File: config.mk
export PLATFORM = sky130hd
export DESIGN_NAME = detection_box_clusterer
export DESIGN_NICKNAME = d
export VERILOG_FILES = /design/src/rtl/core/dbc_pkg.sv /design/src/rtl/core/dbc_ram.sv /design/src/rtl/core/dbc_mul.sv /design/src/rtl/core/dbc_seq.sv /design/src/rtl/core/detection_box_clusterer.sv
export SDC_FILE = /design/constraint.sdc
export NUM_CORES = 2
export LEC_CHECK = 0
export ABC_AREA = 1
export BUFFER_PORTS_ARGS = -buffer_cell sky130_fd_sc_hd__buf_2
export CAP_MARGIN = 30
export CORE_UTILIZATION = 40
export CTS_CLUSTER_DIAMETER = 200
export CTS_CLUSTER_SIZE = 24
export DETAILED_ROUTE_END_ITERATION = 8
export GPL_ROUTABILITY_DRIVEN = 0
export PLACE_DENSITY = 0.55
export SYNTH_ARGS = -nofsm -noshare
export SYNTH_HDL_FRONTEND = slang
export SYNTH_SLANG_ARGS = --single-unit
File: constraint.sdc
create_clock -name clk_i -period 9.5 [get_ports clk_i]
set_clock_uncertainty 0.15 [all_clocks]
set_input_delay 0.475 -clock clk_i [delete_from_list [all_inputs] [get_ports clk_i]]
set_output_delay 0.475 -clock clk_i [all_outputs]
set_load 0.01 [all_outputs]
File: src/rtl/core/dbc_pkg.sv
// dbc_pkg: widths, codes, control struct and helpers for the detection box clusterer
// used by dbc_mul, dbc_seq and detection_box_clusterer; no dependencies

package dbc_pkg;

  localparam int unsigned MaxClusters = 16;
  localparam int unsigned CoordBits   = 12;
  localparam int unsigned CountBits   = 8;

  localparam int unsigned LimBits      = 12;
  localparam int unsigned IdxBits      = (MaxClusters > 1) ? $clog2(MaxClusters) : 1;
  localparam int unsigned UsedBits     = IdxBits + 1;
  localparam int unsigned Cx2Bits      = CoordBits + 2;
  localparam int unsigned CsumBits     = CoordBits + 1 + CountBits;
  localparam int unsigned DsumBits     = CoordBits + CountBits;
  localparam int unsigned DlimBits     = LimBits + CountBits + 1;
  localparam int unsigned MulBits      = (CsumBits + 1 > DlimBits) ? CsumBits + 1 : DlimBits;
  localparam int unsigned ProdBits     = 2 * MulBits;
  localparam int unsigned OutIdxBits   = 4;
  localparam int unsigned OutCountBits = 8;
  localparam int unsigned StatusBits   = 2;

  localparam logic [CountBits-1:0] CountMax    = {CountBits{1'b1}};
  localparam logic [LimBits-1:0]   DistLimitRst = LimBits'(100);
  localparam logic [LimBits-1:0]   DimLimitRst  = LimBits'(50);

  typedef enum logic [0:0] {
    REG_DIST_LIMIT = 1'b0,
    REG_DIM_LIMIT  = 1'b1
  } reg_idx_e;

  typedef enum logic [StatusBits-1:0] {
    STAT_OK   = 2'd0,
    STAT_FULL = 2'd1,
    STAT_SAT  = 2'd2
  } status_e;

  typedef enum logic [3:0] {
    ST_IDLE, ST_READ, ST_MX, ST_MY, ST_MW, ST_MH, ST_MD, ST_ML,
    ST_SX, ST_SY, ST_DD, ST_CMP, ST_JOIN, ST_OPEN, ST_DONE
  } state_e;

  typedef enum logic [3:0] {
    MUL_NONE, MUL_NX, MUL_NY, MUL_NW, MUL_NH, MUL_DIST, MUL_DIM,
    MUL_EX, MUL_EY, MUL_DD
  } mul_sel_e;

  typedef enum logic [3:0] {
    CAP_NONE, CAP_EX, CAP_EY, CAP_EW, CAP_EH, CAP_DLIM, CAP_MLIM,
    CAP_SQ, CAP_SQADD
  } cap_e;

  typedef enum logic [2:0] {
    RES_NONE, RES_CLEAR, RES_JOIN, RES_OPEN, RES_FULL
  } res_e;

  typedef struct packed {
    logic [CsumBits-1:0]  sum_x2;
    logic [CsumBits-1:0]  sum_y2;
    logic [DsumBits-1:0]  sum_w;
    logic [DsumBits-1:0]  sum_h;
    logic [CountBits-1:0] members;
  } entry_t;

  typedef struct packed {
    logic                rd_en;
    logic [IdxBits-1:0]  addr;
    logic [UsedBits-1:0] index;
    mul_sel_e            mul_sel;
    cap_e                cap;
    res_e                res;
    logic                out_load;
  } ctrl_t;

  function automatic logic [MulBits-1:0] abs_diff(input logic [MulBits-1:0] a,
                                                  input logic [MulBits-1:0] b);
    abs_diff = (a >= b) ? (a - b) : (b - a);
  endfunction

endpackage

File: src/rtl/core/dbc_ram.sv
// dbc_ram: generic single write port, single read port ram with registered read
// no dependencies

module dbc_ram #(
  parameter int unsigned Width = 8,
  parameter int unsigned Depth = 16
) (
  input  logic                                         clk_i,
  input  logic                                         we_i,
  input  logic [((Depth > 1) ? $clog2(Depth) : 1)-1:0] waddr_i,
  input  logic [Width-1:0]                             wdata_i,
  input  logic                                         re_i,
  input  logic [((Depth > 1) ? $clog2(Depth) : 1)-1:0] raddr_i,
  output logic [Width-1:0]                             rdata_o
);

  logic [Width-1:0] mem_q [Depth];
  logic [Width-1:0] rdata_q;

  always_ff @(posedge clk_i) begin
    if (we_i) begin
      mem_q[waddr_i] <= wdata_i;
    end
    if (re_i) begin
      rdata_q <= mem_q[raddr_i];
    end
  end

  assign rdata_o = rdata_q;

endmodule

File: src/rtl/core/dbc_mul.sv
// dbc_mul: the shared unsigned multiplier with registered product
// depends on dbc_pkg for operand widths

module dbc_mul (
  input  logic                           clk_i,
  input  logic                           en_i,
  input  logic [dbc_pkg::MulBits-1:0]    a_i,
  input  logic [dbc_pkg::MulBits-1:0]    b_i,
  output logic [dbc_pkg::ProdBits-1:0]   prod_o
);

  logic [dbc_pkg::ProdBits-1:0] prod_d, prod_q;

  assign prod_d = dbc_pkg::ProdBits'(a_i) * dbc_pkg::ProdBits'(b_i);

  always_ff @(posedge clk_i) begin
    if (en_i) begin
      prod_q <= prod_d;
    end
  end

  assign prod_o = prod_q;

endmodule

File: src/rtl/core/dbc_seq.sv
// dbc_seq: sequencer that walks the cluster table and steps the shared multiplier
// depends on dbc_pkg for state, control struct and widths

module dbc_seq (
  input  logic                  clk_i,
  input  logic                  rst_ni,
  input  logic                  in_valid_i,
  input  logic                  mode_i,
  input  logic                  match_i,
  input  logic                  out_valid_i,
  input  logic                  out_ready_i,
  output logic                  in_ready_o,
  output dbc_pkg::ctrl_t        ctrl_o
);

  dbc_pkg::state_e state_q, state_d;
  logic [dbc_pkg::IdxBits-1:0]  k_q, k_d;
  logic [dbc_pkg::UsedBits-1:0] used_q, used_d;
  logic                         accept;
  logic                         last_k;
  logic                         table_full;

  assign accept     = in_valid_i && (state_q == dbc_pkg::ST_IDLE);
  assign last_k     = (dbc_pkg::UsedBits'(k_q) + 1'b1) == used_q;
  assign table_full = used_q >= dbc_pkg::UsedBits'(dbc_pkg::MaxClusters);

  // next state and counters
  always_comb begin
    state_d = state_q;
    k_d     = k_q;
    used_d  = used_q;
    case (state_q)
      dbc_pkg::ST_IDLE: begin
        if (in_valid_i) begin
          k_d = '0;
          if (mode_i) begin
            used_d  = '0;
            state_d = dbc_pkg::ST_DONE;
          end else if (used_q == '0) begin
            state_d = dbc_pkg::ST_OPEN;
          end else begin
            state_d = dbc_pkg::ST_READ;
          end
        end
      end
      dbc_pkg::ST_READ: state_d = dbc_pkg::ST_MX;
      dbc_pkg::ST_MX:   state_d = dbc_pkg::ST_MY;
      dbc_pkg::ST_MY:   state_d = dbc_pkg::ST_MW;
      dbc_pkg::ST_MW:   state_d = dbc_pkg::ST_MH;
      dbc_pkg::ST_MH:   state_d = dbc_pkg::ST_MD;
      dbc_pkg::ST_MD:   state_d = dbc_pkg::ST_ML;
      dbc_pkg::ST_ML:   state_d = dbc_pkg::ST_SX;
      dbc_pkg::ST_SX:   state_d = dbc_pkg::ST_SY;
      dbc_pkg::ST_SY:   state_d = dbc_pkg::ST_DD;
      dbc_pkg::ST_DD:   state_d = dbc_pkg::ST_CMP;
      dbc_pkg::ST_CMP: begin
        if (match_i) begin
          state_d = dbc_pkg::ST_JOIN;
        end else if (last_k) begin
          state_d = dbc_pkg::ST_OPEN;
        end else begin
          k_d     = k_q + 1'b1;
          state_d = dbc_pkg::ST_READ;
        end
      end
      dbc_pkg::ST_JOIN: state_d = dbc_pkg::ST_DONE;
      dbc_pkg::ST_OPEN: begin
        if (!table_full) begin
          used_d = used_q + 1'b1;
        end
        state_d = dbc_pkg::ST_DONE;
      end
      dbc_pkg::ST_DONE: begin
        if (!out_valid_i || out_ready_i) begin
          state_d = dbc_pkg::ST_IDLE;
        end
      end
      default: state_d = dbc_pkg::ST_IDLE;
    endcase
  end

  // control outputs
  always_comb begin
    ctrl_o          = '0;
    ctrl_o.mul_sel  = dbc_pkg::MUL_NONE;
    ctrl_o.cap      = dbc_pkg::CAP_NONE;
    ctrl_o.res      = dbc_pkg::RES_NONE;
    ctrl_o.addr     = k_q;
    ctrl_o.index    = dbc_pkg::UsedBits'(k_q);
    case (state_q)
      dbc_pkg::ST_IDLE: begin
        if (accept && mode_i) begin
          ctrl_o.res = dbc_pkg::RES_CLEAR;
        end
      end
      dbc_pkg::ST_READ: ctrl_o.rd_en = 1'b1;
      dbc_pkg::ST_MX:   ctrl_o.mul_sel = dbc_pkg::MUL_NX;
      dbc_pkg::ST_MY: begin
        ctrl_o.mul_sel = dbc_pkg::MUL_NY;
        ctrl_o.cap     = dbc_pkg::CAP_EX;
      end
      dbc_pkg::ST_MW: begin
        ctrl_o.mul_sel = dbc_pkg::MUL_NW;
        ctrl_o.cap     = dbc_pkg::CAP_EY;
      end
      dbc_pkg::ST_MH: begin
        ctrl_o.mul_sel = dbc_pkg::MUL_NH;
        ctrl_o.cap     = dbc_pkg::CAP_EW;
      end
      dbc_pkg::ST_MD: begin
        ctrl_o.mul_sel = dbc_pkg::MUL_DIST;
        ctrl_o.cap     = dbc_pkg::CAP_EH;
      end
      dbc_pkg::ST_ML: begin
        ctrl_o.mul_sel = dbc_pkg::MUL_DIM;
        ctrl_o.cap     = dbc_pkg::CAP_DLIM;
      end
      dbc_pkg::ST_SX: begin
        ctrl_o.mul_sel = dbc_pkg::MUL_EX;
        ctrl_o.cap     = dbc_pkg::CAP_MLIM;
      end
      dbc_pkg::ST_SY: begin
        ctrl_o.mul_sel = dbc_pkg::MUL_EY;
        ctrl_o.cap     = dbc_pkg::CAP_SQ;
      end
      dbc_pkg::ST_DD: begin
        ctrl_o.mul_sel = dbc_pkg::MUL_DD;
        ctrl_o.cap     = dbc_pkg::CAP_SQADD;
      end
      dbc_pkg::ST_JOIN: ctrl_o.res = dbc_pkg::RES_JOIN;
      dbc_pkg::ST_OPEN: begin
        ctrl_o.addr  = used_q[dbc_pkg::IdxBits-1:0];
        ctrl_o.index = used_q;
        ctrl_o.res   = table_full ? dbc_pkg::RES_FULL : dbc_pkg::RES_OPEN;
      end
      dbc_pkg::ST_DONE: ctrl_o.out_load = !out_valid_i || out_ready_i;
      default: ;
    endcase
  end

  assign in_ready_o = (state_q == dbc_pkg::ST_IDLE);

  always_ff @(posedge clk_i or negedge rst_ni) begin
    if (!rst_ni) begin
      state_q <= dbc_pkg::ST_IDLE;
      k_q     <= '0;
      used_q  <= '0;
    end else begin
      state_q <= state_d;
      k_q     <= k_d;
      used_q  <= used_d;
    end
  end

  a_k_in_table: assert property (@(posedge clk_i) disable iff (!rst_ni)
    (state_q == dbc_pkg::ST_CMP) |-> (dbc_pkg::UsedBits'(k_q) < used_q))
    else $error("cluster walk ran past the used entries");

  a_clear_empties: assert property (@(posedge clk_i) disable iff (!rst_ni)
    (accept && mode_i) |=> (used_q == '0))
    else $error("clear request did not empty the table");

  a_open_grows: assert property (@(posedge clk_i) disable iff (!rst_ni)
    (state_q == dbc_pkg::ST_OPEN && !table_full)
      |=> (used_q == dbc_pkg::UsedBits'($past(used_q) + 1'b1)))
    else $error("opening a cluster did not bump the used count");

  a_used_bound: assert property (@(posedge clk_i) disable iff (!rst_ni)
    used_q <= dbc_pkg::UsedBits'(dbc_pkg::MaxClusters))
    else $error("used count beyond table size");

endmodule

File: src/rtl/core/detection_box_clusterer.sv
// detection_box_clusterer: top level with box registers, match datapath and cluster table
// depends on dbc_pkg, dbc_ram, dbc_mul and dbc_seq

// Groups boxes into up to 16 clusters held in a small ram. A box request is
// compared against the used clusters in creation order, one cluster at a time,
// with a single shared multiplier that forms the scaled box center and size,
// the two limits and the squared distance in turn; the comparison stops at the
// first matching cluster, or covers all used ones when none matches. The block
// takes no new request until the current one has placed its result in the
// output register; a result that is still waiting there does not hold back the
// next request's work, only its final load. The user must write the limits
// through the cfg port only while the block is idle; the block itself does not
// enforce this.

module detection_box_clusterer (
  input  logic        clk_i,
  input  logic        rst_ni,
  input  logic        cfg_we_i,
  input  logic        cfg_addr_i,    // 0 dist_limit, 1 dim_limit
  input  logic [11:0] cfg_wdata_i,
  input  logic        s_axis_tvalid,
  output logic        s_axis_tready,
  input  logic [47:0] s_axis_tdata,  // box_x, box_y, box_width, box_height
  input  logic        s_axis_tuser,  // mode
  output logic        m_axis_tvalid,
  input  logic        m_axis_tready,
  output logic [15:0] m_axis_tdata   // cluster_index, new_cluster, member_count, status, pad
);

  localparam int unsigned CB = dbc_pkg::CoordBits;
  localparam int unsigned MB = dbc_pkg::MulBits;
  localparam int unsigned PB = dbc_pkg::ProdBits;

  dbc_pkg::ctrl_t ctrl;
  dbc_pkg::entry_t entry, wr_entry;

  logic [dbc_pkg::LimBits-1:0] dist_q, dim_q;
  logic [dbc_pkg::Cx2Bits-1:0] cx2_q, cy2_q;
  logic [CB-1:0]               w_q, h_q;
  logic [CB-1:0]               in_x, in_y, in_w, in_h;

  logic [MB-1:0] ex_q, ey_q, ew_q, eh_q, dlim_q, mlim_q;
  logic [PB:0]   sq_q;
  logic [MB-1:0] mul_a, mul_b, prod_lo;
  logic [PB-1:0] prod;
  logic          match;
  logic          we;
  logic          can_add;

  logic [dbc_pkg::OutIdxBits-1:0]   res_idx_q;
  logic                             res_new_q;
  logic [dbc_pkg::OutCountBits-1:0] res_cnt_q;
  dbc_pkg::status_e                 res_stat_q;
  logic [dbc_pkg::CountBits-1:0]    cnt_next;

  logic        out_valid_q, out_valid_d;
  logic [15:0] out_data_q;

  // configuration
  always_ff @(posedge clk_i or negedge rst_ni) begin
    if (!rst_ni) begin
      dist_q <= dbc_pkg::DistLimitRst;
      dim_q  <= dbc_pkg::DimLimitRst;
    end else if (cfg_we_i) begin
      case (dbc_pkg::reg_idx_e'(cfg_addr_i))
        dbc_pkg::REG_DIST_LIMIT: dist_q <= cfg_wdata_i;
        dbc_pkg::REG_DIM_LIMIT:  dim_q  <= cfg_wdata_i;
        default: ;
      endcase
    end
  end

  assign in_x = s_axis_tdata[CB-1:0];
  assign in_y = s_axis_tdata[12 +: CB];
  assign in_w = s_axis_tdata[24 +: CB];
  assign in_h = s_axis_tdata[36 +: CB];

  // box registers, centers kept doubled
  always_ff @(posedge clk_i) begin
    if (s_axis_tvalid && s_axis_tready) begin
      cx2_q <= dbc_pkg::Cx2Bits'({in_x, 1'b0}) + dbc_pkg::Cx2Bits'(in_w);
      cy2_q <= dbc_pkg::Cx2Bits'({in_y, 1'b0}) + dbc_pkg::Cx2Bits'(in_h);
      w_q   <= in_w;
      h_q   <= in_h;
    end
  end

  dbc_seq u_seq (
    .clk_i       (clk_i),
    .rst_ni      (rst_ni),
    .in_valid_i  (s_axis_tvalid),
    .mode_i      (s_axis_tuser),
    .match_i     (match),
    .out_valid_i (out_valid_q),
    .out_ready_i (m_axis_tready),
    .in_ready_o  (s_axis_tready),
    .ctrl_o      (ctrl)
  );

  // shared multiplier operand select
  always_comb begin
    mul_a = '0;
    mul_b = '0;
    case (ctrl.mul_sel)
      dbc_pkg::MUL_NX: begin
        mul_a = MB'(entry.members);
        mul_b = MB'(cx2_q);
      end
      dbc_pkg::MUL_NY: begin
        mul_a = MB'(entry.members);
        mul_b = MB'(cy2_q);
      end
      dbc_pkg::MUL_NW: begin
        mul_a = MB'(entry.members);
        mul_b = MB'(w_q);
      end
      dbc_pkg::MUL_NH: begin
        mul_a = MB'(entry.members);
        mul_b = MB'(h_q);
      end
      dbc_pkg::MUL_DIST: begin
        mul_a = MB'(entry.members);
        mul_b = MB'(dist_q);
      end
      dbc_pkg::MUL_DIM: begin
        mul_a = MB'(entry.members);
        mul_b = MB'(dim_q);
      end
      dbc_pkg::MUL_EX: begin
        mul_a = ex_q;
        mul_b = ex_q;
      end
      dbc_pkg::MUL_EY: begin
        mul_a = ey_q;
        mul_b = ey_q;
      end
      dbc_pkg::MUL_DD: begin
        mul_a = dlim_q;
        mul_b = dlim_q;
      end
      default: ;
    endcase
  end

  dbc_mul u_mul (
    .clk_i  (clk_i),
    .en_i   (ctrl.mul_sel != dbc_pkg::MUL_NONE),
    .a_i    (mul_a),
    .b_i    (mul_b),
    .prod_o (prod)
  );

  assign prod_lo = prod[MB-1:0];

  // capture of the previous product
  always_ff @(posedge clk_i) begin
    case (ctrl.cap)
      dbc_pkg::CAP_EX:    ex_q   <= dbc_pkg::abs_diff(MB'(entry.sum_x2), prod_lo);
      dbc_pkg::CAP_EY:    ey_q   <= dbc_pkg::abs_diff(MB'(entry.sum_y2), prod_lo);
      dbc_pkg::CAP_EW:    ew_q   <= dbc_pkg::abs_diff(MB'(entry.sum_w), prod_lo);
      dbc_pkg::CAP_EH:    eh_q   <= dbc_pkg::abs_diff(MB'(entry.sum_h), prod_lo);
      dbc_pkg::CAP_DLIM:  dlim_q <= prod_lo << 1;
      dbc_pkg::CAP_MLIM:  mlim_q <= prod_lo;
      dbc_pkg::CAP_SQ:    sq_q   <= (PB + 1)'(prod);
      dbc_pkg::CAP_SQADD: sq_q   <= sq_q + (PB + 1)'(prod);
      default: ;
    endcase
  end

  // product now holds the squared distance limit
  assign match = (ex_q < dlim_q) && (ey_q < dlim_q) && (sq_q < (PB + 1)'(prod))
              && (ew_q < mlim_q) && (eh_q < mlim_q);

  assign can_add = (entry.members != dbc_pkg::CountMax);

  always_comb begin
    wr_entry = entry;
    we       = 1'b0;
    cnt_next = entry.members;
    case (ctrl.res)
      dbc_pkg::RES_JOIN: begin
        we = can_add;
        if (can_add) begin
          cnt_next = entry.members + 1'b1;
        end
        wr_entry.sum_x2  = entry.sum_x2 + dbc_pkg::CsumBits'(cx2_q);
        wr_entry.sum_y2  = entry.sum_y2 + dbc_pkg::CsumBits'(cy2_q);
        wr_entry.sum_w   = entry.sum_w + dbc_pkg::DsumBits'(w_q);
        wr_entry.sum_h   = entry.sum_h + dbc_pkg::DsumBits'(h_q);
        wr_entry.members = cnt_next;
      end
      dbc_pkg::RES_OPEN: begin
        we               = 1'b1;
        cnt_next         = dbc_pkg::CountBits'(1);
        wr_entry.sum_x2  = dbc_pkg::CsumBits'(cx2_q);
        wr_entry.sum_y2  = dbc_pkg::CsumBits'(cy2_q);
        wr_entry.sum_w   = dbc_pkg::DsumBits'(w_q);
        wr_entry.sum_h   = dbc_pkg::DsumBits'(h_q);
        wr_entry.members = cnt_next;
      end
      default: ;
    endcase
  end

  dbc_ram #(
    .Width ($bits(dbc_pkg::entry_t)),
    .Depth (dbc_pkg::MaxClusters)
  ) u_table (
    .clk_i   (clk_i),
    .we_i    (we),
    .waddr_i (ctrl.addr),
    .wdata_i (wr_entry),
    .re_i    (ctrl.rd_en),
    .raddr_i (ctrl.addr),
    .rdata_o (entry)
  );

  // result fields
  always_ff @(posedge clk_i) begin
    case (ctrl.res)
      dbc_pkg::RES_CLEAR, dbc_pkg::RES_FULL: begin
        res_idx_q  <= '0;
        res_new_q  <= 1'b0;
        res_cnt_q  <= '0;
        res_stat_q <= (ctrl.res == dbc_pkg::RES_FULL) ? dbc_pkg::STAT_FULL : dbc_pkg::STAT_OK;
      end
      dbc_pkg::RES_JOIN, dbc_pkg::RES_OPEN: begin
        res_idx_q  <= dbc_pkg::OutIdxBits'(ctrl.index);
        res_new_q  <= (ctrl.res == dbc_pkg::RES_OPEN);
        res_cnt_q  <= dbc_pkg::OutCountBits'(cnt_next);
        res_stat_q <= (cnt_next == dbc_pkg::CountMax) ? dbc_pkg::STAT_SAT : dbc_pkg::STAT_OK;
      end
      default: ;
    endcase
  end

  // output register
  always_comb begin
    out_valid_d = out_valid_q;
    if (ctrl.out_load) begin
      out_valid_d = 1'b1;
    end else if (m_axis_tready) begin
      out_valid_d = 1'b0;
    end
  end

  always_ff @(posedge clk_i or negedge rst_ni) begin
    if (!rst_ni) begin
      out_valid_q <= 1'b0;
    end else begin
      out_valid_q <= out_valid_d;
    end
  end

  always_ff @(posedge clk_i) begin
    if (ctrl.out_load) begin
      out_data_q <= {1'b0, res_stat_q, res_cnt_q, res_new_q, res_idx_q};
    end
  end

  assign m_axis_tvalid = out_valid_q;
  assign m_axis_tdata  = out_data_q;

endmodule
; After elaboration in Yosys (flattened, before gate mapping)
; Memory sizes are Yosys's and may differ from the RTL's. A register that Yosys moved wholly into a read port is not among the register bits.
; Cells that the tools add are included.
[totals]
in_bits = 67
n_memories = 1
elab_cells = 168
regBits = 340
ramBits = 1440
output_inout_bits = 18
[mem_list]
columns = memory, words, width, read_ports, rd_clocked_by_memory_dff, wr, line
row1 = u_table.mem_q, 16, 90, 1, 1, 1, dbc_ram.sv:17  ; logic [Width-1:0] mem_q [Depth];
[op_classes]
bitwise_logic = 1
reduce_logical = 25
addsub = 19
n_mul = 1
n_mux = 44
eq_ne = 44
magnitude_cmp = 10
[ops]
columns = cell, count
row1 = 22-bit one-hot mux with 9 select lines, 1
row2 = 90-bit one-hot mux with 2 select lines, 1
row3 = 45-bit one-hot mux with 2 select lines, 1
row4 = 22-bit < comparator, 4
row5 = 22-bit two-way mux, 4
row6 = 22-bit one-hot mux with 4 select lines, 1
row7 = 4-bit one-hot mux with 14 select lines, 1
row8 = 4-bit by 3-bit == test with 1-bit output (second input constant), 12
row9 = 45-bit by 44-bit adder with 45-bit output, 1
row10 = 45-bit by 44-bit < comparator with 1-bit output, 1
row11 = 20-bit by 22-bit >= comparator with 1-bit output, 2
row12 = 21-bit by 22-bit >= comparator with 1-bit output, 2
row13 = 22-bit by 22-bit multiplier with 44-bit output, 1
row14 = 20-bit by 22-bit subtractor with 22-bit output, 2
row15 = 21-bit by 22-bit subtractor with 22-bit output, 2
row16 = 22-bit by 20-bit subtractor with 22-bit output, 2
row17 = 22-bit by 21-bit subtractor with 22-bit output, 2
row18 = 21-bit by 14-bit adder with 21-bit output, 2
row19 = 20-bit by 12-bit adder with 20-bit output, 2
row20 = 4-bit == test (second input constant), 10
row21 = 4-bit two-way mux, 9
row22 = 4-bit one-hot mux with 9 select lines, 1
row23 = 4-bit one-hot mux with 8 select lines, 1
row24 = 8-bit one-hot mux with 2 select lines, 2
row25 = 39 further kinds, 77

; Depth between registers and ports, before layout
[depth]
word_depth = 10
depth_mapped = 37

; Cells and area by module
; From an unflattened synthesis, not the netlist that was laid out.
[hier_totals]
cells_unflattened = 13309
hier_area_um2 = 116620.6
[modules_own_cells]
columns = module, seq_area_each_um2, instances, cells_per_inst, area_per_inst_um2
row1 = dbc_ram, 45944.1, 1, 5907, 64354.2
row2 = detection_box_clusterer, 8320.5, 1, 4833, 32832.7
row3 = dbc_mul, 1321.3, 1, 2396, 18330.1
row4 = dbc_seq, 325.3, 1, 173, 1103.6

; Least setup slack after synthesis
; No wires, ideal clock.
[synth_timing]
kind = reg2reg
startpoint = register u_seq.state_q[2]
endpoint = register u_mul.prod_q (netlist bit u_mul.prod_o[35]) (data pin)
t_arrival_ns = 7.347
stages_incl_launch_ff = 33
setup_time_ns = 0.260
slack_ns = 1.743
synth_period_minus_slack_ns = 7.757
path_cell_list = dfrtp_1 inv_1 nor2_1 inv_1 nor2_1 clkbuf_1 a221oi_1 o2111ai_1 buf_2 nand2_1 fa_1 inv_1 fa_1 inv_1 fa_1 inv_1 fa_1 inv_1 fa_1 inv_1 fa_1 fa_1 ha_1 nand2_1 nand2_1 a31oi_1 o21ai_0 nand2_1 nand2_1 a21oi_1 o21bai_1 a21oi_1 xnor2_1
[synth_via]
elab_chain_len = 6
word_cells_on_any_way = 23
cone_classes = mul: 1 / eq/ne: 18 / mux: 3 / reduce/logical: 1
[synth_lines]
columns = element, line
row1 = start: declaration, dbc_seq.sv:16  ; dbc_pkg::state_e state_q, state_d;
row2 = start signal: assignment, dbc_seq.sv:145  ; state_q <= dbc_pkg::ST_IDLE;
row3 = start signal: assignment, dbc_seq.sv:149  ; state_q <= state_d;
row4 = 4-bit == test (tied with other cells), dbc_seq.sv:90  ; case (state_q)
row5 = 4-bit one-hot mux with 9 select lines *, dbc_seq.sv:90
row6 = 4-bit by 3-bit == test with 1-bit output (tied with other cells), detection_box_clusterer.sv:104  ; case (ctrl.mul_sel)
row7 = 6-bit OR reduction (no line), n/a
row8 = 22-bit one-hot mux with 4 select lines, detection_box_clusterer.sv:104
row9 = 22-bit by 22-bit multiplier with 44-bit output *, dbc_mul.sv:14  ; assign prod_d = dbc_pkg::ProdBits'(a_i) * dbc_pkg::ProdBits'(b_i);
row10 = "net u_mul.prod_d, one bit", dbc_mul.sv:12  ; logic [dbc_pkg::ProdBits-1:0] prod_d, prod_q;
row11 = end signal: assignment, dbc_mul.sv:18  ; prod_q <= prod_d;
row12 = end: declaration, dbc_mul.sv:12
; The timed path passes the listed nets; every way through them passes the cells marked *.
; A chain may end at the register's enable or synchronous reset.

; Worst setup path in the final report
[layout_timing]
startpoint = register u_seq.state_q[2]
endpoint = register u_mul.prod_q (netlist bit u_mul.prod_o[26]) (data pin)
; Same word-level chain as after synthesis.

==> results.txt <==
status: finished, final reports clean
antenna-violating nets left: 0
vias: 75,393
Initial Util: 40.21%
area of the core: 0.2597 sq mm
routed vias/inst: 5.712
vias in the first global route: 73,139
Setup Crit Path Kind: reg -> reg
fin crit period: 9082 ps
min-delay worst type: in -> reg
Slew HR: 23.60%
Final Cycle Share: 95.60%
Setup violations, final: 0
Core Rows: 187
die area: 0.2632 sq mm
worst skew pair latency: 810 ps
Synth area leader: edfxtp_1
DRC errors left: 0
mean post-synth cell area: 10.80 sq um
Worst Path Required: 9970 ps
# IOs: 85
H-Tree Depth: 3
sequential area share after synthesis: 53.53%
leakage power: 44.65 nW
Pwr Density: 324.1 mW/mm^2
pin count of the biggest net entering global routing: 140
Synth Warn #: 0
max cap viols: 0
root buffer selected by CTS: clkbuf_16
share of layout cells above drive strength 1: 5.536%
initial antenna violation count: 24
Die Wd: 513.0 microns
flops & latches, synth: 1,868
Cells after Synth: 9,672
overall routing resource usage: 26.41%
Layout area overhead: 7.871%
drt pass-1 iters: 8
share of the synthesized area in the top cell type: 52.62%
Area contributors post-synth: edfxtp_1 (53%), fa_1 (7.9%), nand2_1 (7.6%), ha_1 (6.8%), a22oi_1 (5.2%)
Cell Area, Synth: 0.1044 sq mm
total CTS buffers: 88
RSZ-0062 raised after global routing: no
post-synth cell types: 65
Layout Nets: 10,819
gr ovfl total: 0
DP HPWL: 238,900 microns
clock tree buffer depth: 3
post-CTS setup buffers: 0
Crit-path slowest cell: nor4_1
Hold Violations, Final: 0
PortBufs: 83
setup TNS: 0 ps
Routed WL: 353,700 microns
Main synth FF type: edfxtp_1
CTS tree: done
Clock Pin Slew Worst Setup and Hold Paths: 120 ps
syn_nets: 10,722
critical path endpoint category: register
first-pass GRT wire length: 509,200 microns
Startpoint Class: register
TritonCTS Sinks: 1,868
Post-synth EDFFs: 1,830
Max Fanout on Critical Path: 31
critical path data arrival time: 9560 ps
Worst-Margin Slew: 1141 ps
worst path bufs/invs: 9
CP delay by family, top: adder cells
Max Slew Vio Count: 0
die height: 513.0 microns
Worst IR Drop VDD: 0.0003965 V
Peak Freq: 110.1 MHz
Async S/R FF share, synth: 2.034%
max incr delay on CP: 790 ps
WL per Instance: 26.80 microns
initial DRC count: 9,012
Min Hold Slack: 39.08 ps
routing by layer:
metal | wire [microns] | vias up | share of wire (%) | global-route usage, %
met5 | 48 | - | 0.014 | 0
met1 | 147300 | 37781 | 42 | 35.90
met4 | 17650 | 8 | 5.0 | 11.99
li1 | - | 33574 | - | -
met2 | 161400 | 3460 | 46 | 42.02
met3 | 27330 | 570 | 7.7 | 3.502
registers in the layout, indices dropped and copies added, names as in the netlist, 12 cells and up:
name,count
cx2_q,14
cy2_q,14
dim_q,12
dist_q,12
dlim_q,21
eh_q,22
ew_q,22
ex_q,22
ey_q,22
m_axis_tdata,15
mlim_q,22
sq_q,45
u_mul.prod_o,44
u_table.mem_q,1440
u_table.rdata_o,90
cell type report:
type                       count  area [sq um]
antenna                        6         15.01
clock buffer                 105          2330
clock inverter                 7         126.4
fill                       24405        147000
inverter                    1263          4766
multi-input combinational   6191         42300
sequential                  1868         55910
tap                         3402          4257
timing repair buffer         357          2959
stage by stage:
step	cell area, sq um	total power [mW]	setup WS, ps	cells	utilization [%]
floorplan	104400	24.80	1743	9672	-
global placement	109400	31.48	791.7	12996	42.11
detailed placement	109700	31.75	638.6	13036	42.26
CTS	112600	36.17	611.8	13191	43.37
global route	112700	38.81	79.76	13194	43.38
finish	112700	36.52	418.4	13199	43.38
synth_stat cells, types with 16 or more instances:
| master | count |
|---|---|
| o211ai_1 | 35 |
| ha_1 | 571 |
| o221ai_1 | 38 |
| inv_2 | 27 |
| a21o_1 | 58 |
| a31oi_1 | 37 |
| o22ai_1 | 18 |
| o21ai_0 | 353 |
| nor4_1 | 17 |
| xnor2_1 | 63 |
| dfrtp_1 | 32 |
| clkbuf_1 | 119 |
| a21oi_1 | 445 |
| buf_1 | 18 |
| buf_4 | 32 |
| fa_1 | 412 |
| xor2_1 | 161 |
| or2_2 | 25 |
| nand2_1 | 2102 |
| nor3_1 | 59 |
| inv_1 | 1228 |
| nand3_1 | 210 |
| o21bai_1 | 53 |
| a22oi_1 | 720 |
| o2111ai_1 | 16 |
| edfxtp_1 | 1830 |
| nand4_1 | 134 |
| nor2_1 | 532 |
| buf_2 | 161 |
repair_timing:
| item | in CTS | in global routing |
|---|---|---|
| endpoints found under the hold margin | 92 | 0 |
| resized for setup | 0 | 0 |
| hold buffers | 43 | 0 |
power by group:
| part | switching, mW | internal (mW) |
|---|---|---|
| clock network | 2.62 | 1.77 |
| registers | 0.659 | 11.0 |
| logic | 14.1 | 6.41 |
| total | 17.4 | 19.2 |
final timing paths:
path                                              startpoint                            to  slack [ps]  depth (start not counted)
worst max-delay path            u_seq.state_q[2]$_DFFE_PN0P_    u_mul.prod_o[26]$_DFFE_PP_         420                         30
worst min-delay path                            s_axis_tuser  u_seq.state_q[0]$_DFFE_PN0P_          40                          4
worst max register to register  u_seq.state_q[2]$_DFFE_PN0P_    u_mul.prod_o[26]$_DFFE_PP_         420                         30
worst min register to register    res_idx_q[2]$_SDFFCE_PP0P_     m_axis_tdata[2]$_DFFE_PP_         290                          0
max in group asynchronous                             rst_ni         dist_q[1]$_DFFE_PN0P_        8370                          2
min in group asynchronous                             rst_ni  u_seq.state_q[0]$_DFFE_PN0P_         270                          2
kinds of logic (layout without fill, tap and decap cells):
family	after synthesis	in the layout	synth area share [%]
other	1	7	0.003590
and+or+nand+nor	3110	3110	12.05
DFF	1868	1868	53.53
muxes	2	2	0.01917
adders and majority gates	983	983	14.74
xor gates and xnor gates	224	224	1.878
AOI/OAI and AO/OA	1871	1871	11.60
buffers and inverters	1613	1732	6.178
tightest hold or removal path: stages:
cell,delay [ps]
buf_2,110
inv_1,170
nand2_1,120
a31oi_1,90
placed cells by master, fill, tap and decap left out, drive strengths merged, types with 37 or more instances in the layout:
| cell type | count |
|---|---|
| a21o | 58 |
| a21oi | 446 |
| a22oi | 720 |
| a31oi | 37 |
| buf | 314 |
| clkbuf | 105 |
| dlygate4sd3 | 43 |
| edfxtp | 1830 |
| fa | 412 |
| ha | 571 |
| inv | 1259 |
| nand2 | 2110 |
| nand3 | 211 |
| nand4 | 134 |
| nor2 | 547 |
| nor3 | 59 |
| o211ai | 37 |
| o21ai | 374 |
| o21bai | 53 |
| o221ai | 38 |
| xnor2 | 63 |
| xor2 | 161 |
No activity file was read; power rests on OpenSTA's default activity.
